`config.mk`:
```
export PLATFORM = sky130hd
export DESIGN_NAME = all_pairs_shortest_path
export DESIGN_NICKNAME = d
export VERILOG_FILES = /design/src/rtl/core/apsp_pkg.sv /design/src/rtl/core/apsp_cell.sv /design/src/rtl/core/all_pairs_shortest_path.sv
export SDC_FILE = /design/constraint.sdc
export NUM_CORES = 2
export LEC_CHECK = 0
export ABC_AREA = 1
export BUFFER_PORTS_ARGS = -buffer_cell sky130_fd_sc_hd__buf_2
export CELL_PAD_IN_SITES_DETAIL_PLACEMENT = 0
export CELL_PAD_IN_SITES_GLOBAL_PLACEMENT = 1
export CORE_MARGIN = 4
export CORE_UTILIZATION = 40
export CTS_CLUSTER_DIAMETER = 50
export DETAILED_ROUTE_END_ITERATION = 10
export PLACE_DENSITY_LB_ADDON = 0.1
export SYNTH_ARGS = -nofsm -noshare
export SYNTH_HDL_FRONTEND = slang
export SYNTH_SLANG_ARGS = --single-unit
```
`constraint.sdc`:
```
create_clock -name clk -period 12.4 [get_ports clk]
set_input_delay 1.86 -clock clk [delete_from_list [all_inputs] [get_ports clk]]
set_output_delay 1.86 -clock clk [all_outputs]
set_load 0.01 [all_outputs]
```
`src/rtl/core/apsp_pkg.sv`:
```
// Shared types and constants for the all-pairs shortest path block.
`timescale 1ns / 1ps
`default_nettype none
package apsp_pkg;

  localparam int VIDX_W = 3;
  localparam int DOUT_W = 16;
  localparam int WIN_W  = 16;

  localparam logic ACT_LOAD = 1'b0;
  localparam logic ACT_RUN  = 1'b1;

  typedef struct packed {
    logic              action;
    logic [VIDX_W-1:0] row;
    logic [VIDX_W-1:0] col;
    logic [WIN_W-1:0]  weight;
    logic              no_edge;
  } in_t;

  typedef struct packed {
    logic [VIDX_W-1:0] src;
    logic [VIDX_W-1:0] dst;
    logic [DOUT_W-1:0] distance;
    logic              reachable;
    logic [VIDX_W-1:0] pred;
    logic              has_pred;
    logic              last;
  } out_t;

  // Per-cycle commands from the sequencer to every column cell.
  typedef struct packed {
    logic init;
    logic prep;
    logic relax;
    logic rotate;
    logic load_stage;
    logic shift_stage;
  } ctl_t;

endpackage
`default_nettype wire

```
`src/rtl/core/apsp_cell.sv`:
```
// One column cell: holds one matrix column as a rotating line and relaxes its head entry.
`timescale 1ns / 1ps
`default_nettype none
module apsp_cell import apsp_pkg::*; #(
  parameter int VERTICES    = 8,
  parameter int WEIGHT_BITS = 16
) (
  input  wire logic                          clk,
  input  wire ctl_t                          ctl,
  input  wire logic [$clog2(VERTICES)-1:0]   k_sel,
  input  wire logic                          wr_en,
  input  wire logic [$clog2(VERTICES)-1:0]   wr_row,
  input  wire logic [WEIGHT_BITS+4:0]        wr_ent,
  input  wire logic [WEIGHT_BITS+4:0]        bc_ent,
  input  wire logic [WEIGHT_BITS+4:0]        right_stage,
  output logic      [WEIGHT_BITS+4:0]        head,
  output logic      [WEIGHT_BITS+4:0]        stage
);

  // Entry layout: {inf, pred_valid, pred, dist}
  localparam int DW    = WEIGHT_BITS;
  localparam int EW    = WEIGHT_BITS + 5;
  localparam int INF_B = EW - 1;
  localparam int PV_B  = EW - 2;

  logic [EW-1:0] ent_r [VERTICES];
  logic [EW-1:0] rk_r;
  logic [EW-1:0] stage_r;
  logic [EW-1:0] upd;
  logic [DW:0]   sum;
  logic [DW-1:0] sat;
  logic          better;

  assign head  = ent_r[0];
  assign stage = stage_r;

  always_comb begin
    sum    = {1'b0, bc_ent[DW-1:0]} + {1'b0, rk_r[DW-1:0]};
    sat    = sum[DW] ? {DW{1'b1}} : sum[DW-1:0];
    better = !bc_ent[INF_B] && !rk_r[INF_B] &&
             (head[INF_B] || (head[DW-1:0] > sat));
    upd    = head;
    if (better) begin
      upd[INF_B]    = 1'b0;
      upd[DW-1:0]   = sat;
      if (rk_r[PV_B]) begin
        upd[PV_B]       = 1'b1;
        upd[DW+2:DW]    = rk_r[DW+2:DW];
      end else begin
        upd[PV_B]       = bc_ent[PV_B];
        upd[DW+2:DW]    = bc_ent[DW+2:DW];
      end
    end
  end

  always_ff @(posedge clk) begin
    if (ctl.init) begin
      for (int p = 0; p < VERTICES; p++) begin
        if (!ent_r[p][INF_B] && (ent_r[p][DW-1:0] != '0)) begin
          ent_r[p][PV_B]     <= 1'b1;
          ent_r[p][DW+2:DW]  <= VIDX_W'(p);
        end else begin
          ent_r[p][PV_B]     <= 1'b0;
          ent_r[p][DW+2:DW]  <= '0;
        end
      end
    end else if (ctl.rotate) begin
      for (int p = 0; p < VERTICES - 1; p++) begin
        ent_r[p] <= ent_r[p+1];
      end
      ent_r[VERTICES-1] <= ctl.relax ? upd : head;
    end else if (wr_en) begin
      ent_r[wr_row] <= wr_ent;
    end
    if (ctl.prep) begin
      rk_r <= ent_r[k_sel];
    end
    if (ctl.load_stage) begin
      stage_r <= head;
    end else if (ctl.shift_stage) begin
      stage_r <= right_stage;
    end
  end

endmodule
`default_nettype wire

```
`src/rtl/core/all_pairs_shortest_path.sv`:
```
// Top level: Floyd-Warshall all-pairs shortest path over a chain of column cells.
//
//   channel | ports                      | transfer when
//   --------+----------------------------+-------------------------------
//   input   | start, busy, in_data       | start high and busy low
//   result  | out_valid, out_data        | out_valid high (one cycle each)
//
// A load item writes one entry of the matrix.
// A run item keeps busy high through one predecessor setup step, then per
// intermediate vertex a step to latch its row followed by relaxation (all
// columns in parallel, one source row per cycle), then one result per cycle
// in row-major order.
// Reset clears the sequencer and the result strobe only; matrix contents
// are undefined until written. The result side cannot stall.
`timescale 1ns / 1ps
`default_nettype none
module all_pairs_shortest_path import apsp_pkg::*; #(
  parameter int VERTICES    = 8,
  parameter int WEIGHT_BITS = 16
) (
  input  wire logic clk,
  input  wire logic rst_n,
  input  wire logic start,
  output logic      busy,
  input  wire in_t  in_data,
  output logic      out_valid,
  output out_t      out_data
);

  localparam int IW = $clog2(VERTICES);
  localparam int DW = WEIGHT_BITS;
  localparam int EW = WEIGHT_BITS + 5;
  localparam logic [IW-1:0] LAST_IDX = IW'(VERTICES - 1);

  typedef enum logic [2:0] {IDLE, INIT, PREP, RELAX, EMIT} state_t;

  state_t        state_r, state_nxt;
  logic [IW-1:0] k_r, k_nxt;
  logic [IW-1:0] i_r, i_nxt;
  logic [IW-1:0] j_r, j_nxt;
  logic          out_valid_r, out_valid_nxt;
  out_t          out_r, out_nxt;
  ctl_t          ctl;

  logic [EW-1:0] heads  [VERTICES];
  logic [EW-1:0] stages [VERTICES];
  logic [EW-1:0] bc_ent;
  logic [EW-1:0] wr_ent;
  logic [EW-1:0] sel_ent;
  logic [WIN_W+31:0] w_wide;
  logic [DW+15:0]    d_wide;
  logic          accept;
  logic          load_ok;

  assign busy      = (state_r != IDLE);
  assign out_valid = out_valid_r;
  assign out_data  = out_r;
  assign accept    = start && !busy;

  // Drop loads aimed outside the configured vertex range.
  assign load_ok = accept && (in_data.action == ACT_LOAD) &&
                   ({1'b0, in_data.row} < 4'(VERTICES)) &&
                   ({1'b0, in_data.col} < 4'(VERTICES));

  // Mask or extend the load weight to the internal width.
  assign w_wide = {32'd0, in_data.weight};
  assign wr_ent = {in_data.no_edge, 1'b0, 3'd0,
                   in_data.no_edge ? {DW{1'b0}} : w_wide[DW-1:0]};

  // Column k's head is d(i,k) for the row currently at the heads.
  assign bc_ent = heads[k_r];

  always_comb begin
    ctl             = '0;
    ctl.init        = (state_r == INIT);
    ctl.prep        = (state_r == PREP);
    ctl.relax       = (state_r == RELAX);
    ctl.rotate      = (state_r == RELAX) || ((state_r == EMIT) && (j_r == '0));
    ctl.load_stage  = (state_r == EMIT) && (j_r == '0);
    ctl.shift_stage = (state_r == EMIT) && (j_r != '0);
  end

  for (genvar c = 0; c < VERTICES; c++) begin : g_cell
    logic [EW-1:0] right;
    if (c == VERTICES - 1) begin : g_end
      assign right = '0;
    end else begin : g_mid
      assign right = stages[c+1];
    end
    apsp_cell #(
      .VERTICES    (VERTICES),
      .WEIGHT_BITS (WEIGHT_BITS)
    ) u_cell (
      .clk         (clk),
      .ctl         (ctl),
      .k_sel       (k_r),
      .wr_en       (load_ok && (in_data.col[IW-1:0] == IW'(c))),
      .wr_row      (in_data.row[IW-1:0]),
      .wr_ent      (wr_ent),
      .bc_ent      (bc_ent),
      .right_stage (right),
      .head        (heads[c]),
      .stage       (stages[c])
    );
  end

  // Column 0 comes straight from the heads; later columns arrive through the stage chain.
  assign sel_ent = (j_r == '0) ? heads[0] : stages[1];
  assign d_wide  = {16'd0, sel_ent[DW-1:0]};

  always_comb begin
    state_nxt     = state_r;
    k_nxt         = k_r;
    i_nxt         = i_r;
    j_nxt         = j_r;
    out_valid_nxt = 1'b0;
    out_nxt       = out_r;
    unique case (state_r)
      IDLE: begin
        if (accept && (in_data.action == ACT_RUN)) begin
          state_nxt = INIT;
          k_nxt     = '0;
        end
      end
      INIT: begin
        state_nxt = PREP;
      end
      PREP: begin
        state_nxt = RELAX;
        i_nxt     = '0;
      end
      RELAX: begin
        i_nxt = i_r + 1'b1;
        if (i_r == LAST_IDX) begin
          i_nxt = '0;
          if (k_r == LAST_IDX) begin
            state_nxt = EMIT;
            j_nxt     = '0;
          end else begin
            k_nxt     = k_r + 1'b1;
            state_nxt = PREP;
          end
        end
      end
      EMIT: begin
        out_valid_nxt     = 1'b1;
        out_nxt.src       = VIDX_W'(i_r);
        out_nxt.dst       = VIDX_W'(j_r);
        out_nxt.reachable = !sel_ent[EW-1];
        out_nxt.distance  = sel_ent[EW-1] ? '0 : d_wide[15:0];
        out_nxt.has_pred  = sel_ent[EW-2];
        out_nxt.pred      = sel_ent[EW-2] ? sel_ent[DW+2:DW] : '0;
        out_nxt.last      = (i_r == LAST_IDX) && (j_r == LAST_IDX);
        j_nxt = j_r + 1'b1;
        if (j_r == LAST_IDX) begin
          j_nxt = '0;
          i_nxt = i_r + 1'b1;
          if (i_r == LAST_IDX) begin
            i_nxt     = '0;
            state_nxt = IDLE;
          end
        end
      end
      default: state_nxt = IDLE;
    endcase
  end

  always_ff @(posedge clk) begin
    if (!rst_n) begin
      state_r     <= IDLE;
      k_r         <= '0;
      i_r         <= '0;
      j_r         <= '0;
      out_valid_r <= 1'b0;
    end else begin
      state_r     <= state_nxt;
      k_r         <= k_nxt;
      i_r         <= i_nxt;
      j_r         <= j_nxt;
      out_valid_r <= out_valid_nxt;
    end
    out_r <= out_nxt;
  end

  a_run_goes_busy: assert property (@(posedge clk) disable iff (!rst_n)
    (accept && (in_data.action == ACT_RUN)) |=> busy)
    else $error("run transfer did not raise busy");

  a_result_from_emit: assert property (@(posedge clk) disable iff (!rst_n)
    out_valid |-> $past(state_r == EMIT))
    else $error("result strobe outside emit phase");

  a_last_ends_run: assert property (@(posedge clk) disable iff (!rst_n)
    (out_valid && out_data.last) |-> (state_r == IDLE))
    else $error("last result while sequencer still running");

  a_no_pred_zero: assert property (@(posedge clk) disable iff (!rst_n)
    (out_valid && !out_data.has_pred) |-> (out_data.pred == '0))
    else $error("pred not cleared without valid predecessor");

endmodule
`default_nettype wire
```
==> impl_metrics.csv <==
group,metric,value,unit
critical_path,startpoint_type,"flip-flop",
critical_path,worstPathRequired,13.00,ns
synth,synth_compound_area_share,21.86,%
floorplan,die_h,491.3,microns
grt,track_usage,35.44,%
floorplan,die_width,491.3,microns
finish,layout.cells.non_filler,13680,
critical_path,cp.arrival,9.33,ns
synth,synth-adder-area-share,3.693,%
synth,synth_enable_flop_cells,1431,
floorplan,rows,177,
route,first_iter_violations,12400,
synth,synthCells,10720,
grt,antenna_found_initial,48,
cts,postCtsSetupBuffers,0,
timing,whs,0.4612,ns
flow_run,cap_violations,0,
power_and_ir_drop,finalPower,32.59,mW
timing,tns,0,ns
grt,grt_max_degree,183,
route,routed_wl,446300,microns
cts,worstSkewPairLatency,0.90,ns
critical_path,cpPeakStageDelay,0.75,ns
grt,grt_pass1_wl,618700,microns
synth,synth.area.mux_share,0,%
cts,hold_buffers,0,
timing,slew_viol_final,0,
cts,cts_buffer_depth,3,
finish,fillers,23000,
power_and_ir_drop,p_leak,40.27,nW
route,drt-pass1-iter-count,6,
power_and_ir_drop,vdd.ir_drop.worst,232.5,uV
grt,overflow,0,
timing,finClkSkew,0.07222,ns
floorplan,initial_core_util,40.18,%
synth,synthFlopType,"edfxtp_1",
finish,syn_to_final_growth,11.72,%
synth,avgSynthCellArea,8.716,sq um
finish,drive_gt1_share,6.807,%
synth,synth_top_family_by_area,"compound AO/OA/AOI/OAI gates",
cts,cts.clk_slew.worst_paths,0.06,ns
critical_path,crit_type,"flip-flop to flip-flop",
timing,timing.final.crit_share,70.38,%
synth,ys_warn_count,0,
synth,async_flop_share,0,%
synth,synth_nets,11020,
timing,period_minus_slack,8.727,ns
cts,root_buffer,"clkbuf_16",
route,vias,86140,
route,viasPerCell,6.298,
synth,synthSimpleGateAreaFrac,13.22,%
finish,mostFrequentLayoutCells,"nand2_1, edfxtp_1, o21ai_0",
timing,fmax,114.6,MHz
placed_design,place.gp.congestion,0.9500,
outcome,status,"finished, final reports clean",
floorplan,core_area,232500,sq um
power_and_ir_drop,power_density,312.2,nW/um^2
cts,cts_resized,0,
critical_path,end_kind,"flip-flop",
synth,ys_seq_area_share,51.75,%
cts,htree_levels,4,
route,antenna_left,0,
timing,final_hold_viol_count,0,
route,wl_per_cell,32.63,microns
timing,worst_slew_pin_slew,1.339,ns
critical_path,cp_max_fo,182,
cts,clock-sinks,1700,
critical_path,crit_top_cell,"nand2_1",
grt,grt_pass1_vias,80060,
placed_design,place.detailed.hpwl,313700,microns
finish,final_net_count,10690,
synth,synth-xor-area-share,0.8248,%
synth,syn-cell-area,93440,sq um
route,drc,0,
timing,finalSetupViolCount,0,
placed_design,portBuffers,56,
critical_path,crit_slowest_cell,"buf_4",
timing,rsz0062_at_grt,"no",
floorplan,dieArea,241400,sq um
cts,cts_buffers,237,
cts,cts_tree,"yes",
timing,max_slew_margin,10.72,%
synth,yosys_register_bits,1700,
finish,final_common_cell,"nand2_1",
placed_design,place_inst,13200,
synth,yosys.cell_types.count,56,
min_path,worstHoldPathType,"flip-flop to flip-flop",
floorplan,io_pins,57,
[final timing paths]
path	startpoint	to	slack, ns	cells after the start
worst min register to register	g_cell[4].u_cell.ent_r[0][18]$_SDFFE_PP0P_	g_cell[4].u_cell.ent_r[0][18]$_SDFFE_PP0P_	0.46	2
worst max-delay path	k_r[0]$_SDFFE_PN0P_	g_cell[4].u_cell.ent_r[7][3]$_DFFE_PP_	3.67	31
worst min-delay path	g_cell[4].u_cell.ent_r[0][18]$_SDFFE_PP0P_	g_cell[4].u_cell.ent_r[0][18]$_SDFFE_PP0P_	0.46	2
worst max register to register	k_r[0]$_SDFFE_PN0P_	g_cell[4].u_cell.ent_r[7][3]$_DFFE_PP_	3.67	31
[cell type report]
class                   count  area [sq um]  share of cell area (%)
well taps                3043          3807                   3.647
inverters                1355          5137                   4.921
clock inverters           174          2051                   1.964
diodes                     28         70.07                 0.06712
repair buffers            182          1351                   1.294
multi-input cells        6919         37380                   35.80
clock buffers             277          6236                   5.973
flip-flops and latches   1700         48370                   46.33
[power breakdown]
group | switching (mW) | leakage [nW] | internal (mW)
sequential | 1.28 | 15.7 | 8.98
clock | 2.90 | 3.98 | 4.30
combinational | 11.3 | 20.6 | 3.78
[kinds of logic after synthesis]
| logic type | count (synthesis) |
|---|---|
| AND/OR/NAND/NOR | 2917 |
| AO/OA/AOI/OAI | 3643 |
| adder cells (fa/ha/maj) | 271 |
| buffers and inverters | 2102 |
| flip-flops | 1700 |
| XOR/XNOR | 88 |
[synthesized netlist by cell type (17+ instances only)]
cell | number | share of area [%]
buf_2 | 52 | 0.28
a21o_1 | 24 | 0.19
o211ai_1 | 89 | 0.72
nand2_1 | 1725 | 6.9
buf_4 | 17 | 0.14
nor2_1 | 506 | 2.0
clkbuf_1 | 616 | 2.5
inv_1 | 1308 | 5.3
nor4_1 | 131 | 0.88
a32oi_1 | 73 | 0.68
inv_2 | 45 | 0.18
ha_1 | 263 | 3.5
nand3_1 | 302 | 1.6
edfxtp_1 | 1431 | 46
dfxtp_1 | 269 | 5.8
nand4_1 | 156 | 1.0
a21oi_1 | 1039 | 5.6
a211oi_1 | 22 | 0.18
a31oi_1 | 125 | 0.84
nor3_1 | 39 | 0.21
xor2_1 | 88 | 0.82
o21ai_1 | 34 | 0.18
o22ai_1 | 810 | 5.4
a221oi_1 | 62 | 0.58
o21ai_0 | 1317 | 7.1
buf_1 | 52 | 0.21
[flip-flops by register name, indices dropped and copies added (netlist names)]
signal,flops
i_r,3
k_r,3
j_r,3
out_valid,1
g_cell.u_cell.ent_r,1344
out_data,28
g_cell.u_cell.rk_r,168
state_r,3
g_cell.u_cell.stage,147
[worst max-delay path, delay by kind of cell (launching register included)]
kind                     cells  cell delay, ns
buffers and inverters        6            2.59
AND/OR/NAND/NOR             16            2.20
AO/OA/AOI/OAI                7            2.03
adder cells (fa/ha/maj)      2            0.62
flip-flops                   1            0.53
[through the flow]
stage	utilization (%)	worst slack [ns]	cell area (sq um)
final	44.90	3.673	104400
after global routing	44.87	3.245	104300
after CTS	44.87	3.910	104300
after detailed placement	41.30	3.889	96040
after global placement	41.30	3.992	96040
after floorplan	-	2.469	93440
[routing by layer]
metal	global-route usage, %	part of all wire (%)
met5	0	0.042
met4	12.87	3.9
met3	7.374	10
met2	52.55	43
met1	51.04	43
(Power assumes the default switching activity.)
